--- src/rtl/spe_pkg.sv ---
package spe_pkg;

    localparam int MAX_DIM    = 4096;
    localparam int DIM_W      = 13;
    localparam int POS_W      = 16;
    localparam int ELEM_W     = 12;
    localparam int VAL_W      = 16;

    // long division k*L/d, quotient known to stay below 2^28
    localparam int NUM_W      = 40;
    localparam int QUO_W      = 28;
    localparam int DIV_STEP   = 2;
    localparam int DIV_STAGES = QUO_W / DIV_STEP;

    // series units
    localparam int EXP_TERMS  = 14;
    localparam int TRIG_TERMS = 10;
    localparam int TERM_W     = 32;
    localparam int MUL_W      = 32;
    localparam int SUM_W      = 34;
    localparam int RECIP_W    = 33;
    localparam int DIVR_W     = 9;

    localparam logic [27:0] LOG2_1E4_Q24 = 28'd222930821;
    localparam logic [29:0] LN2_Q30      = 30'd744261118;
    localparam logic [34:0] TWO_PI_Q32   = 35'd26986075409;
    localparam logic [34:0] HALF_PI_Q32  = 35'd6746518852;
    localparam logic [34:0] PI_Q32       = 35'd13493037704;
    localparam logic [34:0] PI3_2_Q32    = 35'd20239556556;
    localparam logic [TERM_W-1:0] ONE_Q30 = 32'h4000_0000;

    // reciprocal for the reduction modulo 2*pi
    localparam int RED_SHIFT   = 49;
    localparam int RED_RECIP_W = 15;
    localparam logic [RED_RECIP_W-1:0] TWO_PI_RECIP =
        RED_RECIP_W'((64'd1 << RED_SHIFT) / 64'd26986075409);

    typedef struct packed {
        logic [POS_W-1:0] pos;
        logic             odd;
        logic             oor;
        logic [3:0]       n;
        logic [1:0]       quad;
        logic [MUL_W-1:0] mul;
    } side_t;

endpackage

--- src/rtl/spe_div.sv ---
module spe_div import spe_pkg::*; (
    input  logic             aclk,
    input  logic             aresetn,
    input  logic             ce,
    input  logic             in_valid,
    input  side_t            in_side,
    input  logic [NUM_W-1:0] num,
    input  logic [DIM_W-1:0] den,
    output logic             out_valid,
    output side_t            out_side,
    output logic [QUO_W-1:0] quo
);

    wire logic [DIM_W-1:0] rem_w  [DIV_STAGES+1];
    wire logic [QUO_W-1:0] qr_w   [DIV_STAGES+1];
    wire logic             v_w    [DIV_STAGES+1];
    wire side_t            side_w [DIV_STAGES+1];

    function automatic logic [DIM_W+QUO_W-1:0] div_step(
        input logic [DIM_W-1:0] rem,
        input logic [QUO_W-1:0] qr,
        input logic [DIM_W-1:0] d
    );
        logic [DIM_W:0]   r2;
        logic [DIM_W-1:0] rem_o;
        logic             qbit;
        r2 = {rem, qr[QUO_W-1]};
        if (r2 >= {1'b0, d}) begin
            rem_o = DIM_W'(r2 - {1'b0, d});
            qbit  = 1'b1;
        end else begin
            rem_o = r2[DIM_W-1:0];
            qbit  = 1'b0;
        end
        return {rem_o, qr[QUO_W-2:0], qbit};
    endfunction

    // top quotient bits are zero since k < d, so the high dividend bits start as remainder
    assign rem_w[0]  = DIM_W'(num[NUM_W-1:QUO_W]);
    assign qr_w[0]   = num[QUO_W-1:0];
    assign v_w[0]    = in_valid;
    assign side_w[0] = in_side;

    for (genvar i = 0; i < DIV_STAGES; i++) begin : g_stage
        logic [DIM_W-1:0] rem_reg;
        logic [QUO_W-1:0] qr_reg;
        logic             v_reg;
        side_t            side_reg;
        logic [DIM_W+QUO_W-1:0] step_next [DIV_STEP+1];

        always_comb begin
            step_next[0] = {rem_w[i], qr_w[i]};
            for (int b = 0; b < DIV_STEP; b++) begin
                step_next[b+1] = div_step(step_next[b][DIM_W+QUO_W-1:QUO_W],
                                          step_next[b][QUO_W-1:0], den);
            end
        end

        always_ff @(posedge aclk) begin
            if (ce) begin
                rem_reg  <= step_next[DIV_STEP][DIM_W+QUO_W-1:QUO_W];
                qr_reg   <= step_next[DIV_STEP][QUO_W-1:0];
                side_reg <= side_w[i];
            end
        end

        always_ff @(posedge aclk) begin
            if (!aresetn) begin
                v_reg <= 1'b0;
            end else if (ce) begin
                v_reg <= v_w[i];
            end
        end

        assign rem_w[i+1]  = rem_reg;
        assign qr_w[i+1]   = qr_reg;
        assign v_w[i+1]    = v_reg;
        assign side_w[i+1] = side_reg;
    end

    assign out_valid = v_w[DIV_STAGES];
    assign out_side  = side_w[DIV_STAGES];
    assign quo       = qr_w[DIV_STAGES];

endmodule

--- config.mk ---
export PLATFORM = sky130hd
export DESIGN_NAME = spe_div
export DESIGN_NICKNAME = d
export VERILOG_FILES = /design/src/rtl/spe_pkg.sv /design/src/rtl/spe_div.sv
export SDC_FILE = /design/constraint.sdc
export NUM_CORES = 2
export LEC_CHECK = 0
export ABC_AREA = 1
export BUFFER_PORTS_ARGS = -buffer_cell sky130_fd_sc_hd__buf_4
export CAP_MARGIN = 20
export CORE_MARGIN = 4
export CORE_UTILIZATION = 35
export CTS_CLUSTER_DIAMETER = 30
export DETAILED_ROUTE_END_ITERATION = 7
export GPL_TIMING_DRIVEN = 1
export PLACE_DENSITY = 0.61
export SETUP_SLACK_MARGIN = 0.1
export SYNTH_ARGS = -nofsm -noshare
export SYNTH_HDL_FRONTEND = slang
export SYNTH_SLANG_ARGS = --single-unit
export TNS_END_PERCENT = 50
--- constraint.sdc ---
create_clock -name aclk -period 11.8 [get_ports aclk]
set_input_delay 1.18 -clock aclk [delete_from_list [all_inputs] [get_ports aclk]]
set_output_delay 1.18 -clock aclk [all_outputs]
set_load 0.03 [all_outputs]
==> key figures <==
Outcome
  • Status: complete, no violations

Min path
  • Min-delay src: g_stage[11].side_reg[33]
  • HP Class: register to register
  • Endpoint of the worst hold path: g_stage[12].side_reg[33]
  • WHS Path Cells: 0

GRT
  • Antenna violations before repair: 0
  • Total GRT Usage: 0.137
  • GRT Residual Overflow: 0
  • First-pass GRT wire length: 204,000 um
  • Vias in the first global route: 38,591
  • Largest net degree at the start of global routing: 198

STA
  • Final Skew: 0.0754 ns
  • Tmin final: 5.99 ns
  • Count of final setup violators: 0
  • Final hold slack: 0.337 ns
  • Least-Margin Pin Slew: 1.04 ns
  • Fin. max-slew vios: 0
  • Fmax: 167 MHz
  • Hold Vio Cnt, Final: 0
  • Period utilization: 0.507
  • Setup TNS after final layout: 0 ns
  • Max transition margin: 0.308
  • RSZ-0062 raised after global routing: false

Worst setup path
  • Reg2Reg Setup Slack: 6.75 ns
  • Crit end category: register
  • Delay-heaviest family, CP: simple AND/OR/NAND/NOR gates
  • Worst-path cell chain: buf_4, inv_2, buf_4, fa_1, nand3_1, nand3_2, nand2_1, nand3_1, nand2_1, nand3_1, inv_1, o21ai_0, ha_1, a21oi_1, o21ai_0, nand2_1, nand3_1, a21oi_1, and2_0, nand2_4, nand2_1, nand2_1
  • CP max stage delay: 0.65 ns
  • R2R Path End: g_stage[6].rem_reg[9]
  • RR Startpoint: g_stage[5].qr_reg[27]
  • CP Class: input port to register
  • Critical Path RT: 12.40 ns
  • Worst path arrival time: 6.59 ns
  • Critical path buffers and inverters: 4
  • Critical-path top delay cell: and2_0
  • Maximum fanout along the worst path: 31
  • R2r worst-path depth: 22
  • CP most frequent cell: nand2_1
  • Startpoint types: input port

Clock tree
  • CTS Buf Count: 302
  • H-tree depth: 5
  • Root buffer cell: clkbuf_16
  • Sink Count: 1,359
  • CTS tree: yes
  • Post-CTS Setup Repair Bufs: 0
  • Clock transition at path regs: 0.05 ns
  • Max clock buf depth: 4
  • CTS Hold Buffers Added: 0
  • Later-pin clock latency in the skew report: 0.92 ns
  • Post_cts resized: 0

Synth
  • Top_reg_cell synth: edfxtp_1
  • Main combinational cell family by area after synthesis: simple AND/OR/NAND/NOR gates
  • Register bit total from synthesis: 1,359
  • EDFF count, synth: 1,345
  • Post-Synth Adder-Cell Area: 0.0820
  • Share of the synthesized area in the top cell type: 0.650
  • Multiplexer area fraction after synthesis: 0
  • Synth area leaders: edfxtp_1 65%, nand2_1 7.5%, ha_1 7.3%
  • Async set-reset flop share out of synthesis: 0
  • Count of cell types in the netlist: 55
  • Yosys top cell by area: edfxtp_1
  • Mapped cell area: 62,100 sq um
  • Simple-gate share of the synthesized area: 0.141
  • Post-synthesis compound-gate area fraction: 0.0557
  • Synthesized net count: 5,633
  • Post-synth top cells: 1,345 x edfxtp_1, 1,249 x nand2_1, 402 x inv_1, 364 x ha_1, 297 x nor2_1
  • Syn avg cell area: 12.1 sq um
  • Sequential fraction of the synthesis area: 0.655
  • Most common cell in the netlist: edfxtp_1
  • Synth Instances: 5,129
  • Number of synthesis warnings: 0
  • Xor-xnor portion of the synthesized cell area: 0.0357

Floorplanning
  • Starting Density: 0.352
  • Core area: 176,000 sq um
  • Die height: 429 um
  • Num ports: 198
  • Die ar.: 184,000 sq um
  • # rows: 154
  • Chip width: 429 um

Power
  • Max rail drop VDD: 0.178 mV
  • LEAKAGE: 31.3 nW
  • PD cells: 326 nW/um^2

Drt
  • Wire per inst: 15.6 um
  • Vias per inst: 4.71
  • Vias: 38,486
  • Post-route DRC: 0
  • 1st-iter DRT viols: 2,399
  • First-pass detailed-route iteration total: 5
  • Post-DRT Antenna Nets: 0
  • WL final: 127,000 um

Final layout
  • Nets: 6,112
  • Layout cells sized above 1: 0.137
  • Area growth syn-to-layout: 22.9%
  • Finished Layout Cells: 8,171
  • Largest register FFs: 728

Placed design
  • DP Cell Count: 7,644
  • Post-DP HPWL: 83,300 um
  • GPL Wtd Cong: 0.873
  • IO Port Bufs: 197

Job
  • Max-cap violations: 0
## cell families (layout without fill, tap and decap cells)
family / count (synthesis) / count (layout)
compound gates: 602 / 602
xor+xnor: 253 / 253
buf+inv: 470 / 1171
simple gates: 2054 / 2054
fa+ha+maj: 391 / 391
flops: 1359 / 1359
other cells: 0 / 1
## through the flow
step	worst slack, ns	total power, mW	area (sq um)	utilization
4_1_cts	5.88	25.1	76300	0.433
3_3_place_gp	5.03	16.8	66500	0.377
6_report	5.81	24.9	76300	0.433
2_1_floorplan	6.49	14.7	62100	-
5_1_grt	5.29	26.9	76300	0.433
3_5_place_dp	4.91	16.9	66500	0.377
## power by group
| part | switching, mW | internal (mW) |
|---|---|---|
| registers | 0.340 | 6.50 |
| logic | 6.40 | 3.63 |
| clock network | 2.52 | 5.49 |
| total | 9.26 | 15.6 |
## worst max path at each step
| stage | from | endpoint | slack [ns] | cells past startpoint |
|---|---|---|---|---|
| floorplan | den[1] | g_stage[7].rem_reg[4] | 6.49 | 22 |
| global placement | den[1] | g_stage[6].rem_reg[9] | 5.03 | 22 |
| detailed placement | den[1] | g_stage[6].rem_reg[9] | 4.91 | 22 |
| CTS | den[1] | g_stage[6].rem_reg[9] | 5.88 | 22 |
| global route | den[1] | g_stage[6].rem_reg[9] | 5.29 | 22 |
| finish | den[1] | g_stage[6].rem_reg[9] | 5.81 | 22 |
## area by class of cell
| cell class | count | area, sq um |
|---|---|---|
| Antenna cell | 1 | 2.50 |
| Clock buffer | 331 | 7740 |
| Clock inverter | 195 | 2130 |
| Fill cell | 16172 | 100000 |
| Inverter | 412 | 1550 |
| Multi-Input combinational cell | 3300 | 19500 |
| Sequential cell | 1359 | 40700 |
| Tap cell | 2340 | 2930 |
| Timing Repair Buffer | 233 | 1820 |
## per-layer routing
layer  routed length [um]  track usage  part of all wire
met5                    0            0                 0
met4                 4180       0.0569             0.033
met2                58800        0.218              0.46
met1                57200        0.179              0.45
met3                 7130       0.0352             0.056
## layout by cell type, fill, tap and decap left out, types with 184 or more instances in the layout
cell,instances
nand2_1,1249
o21ai_0,184
inv_1,401
clkbuf_16,305
nor2_1,297
nand3_1,285
a21oi_1,253
buf_4,228
edfxtp_1,1345
ha_1,364
Note: power is estimated with default switching activity, not from simulation.
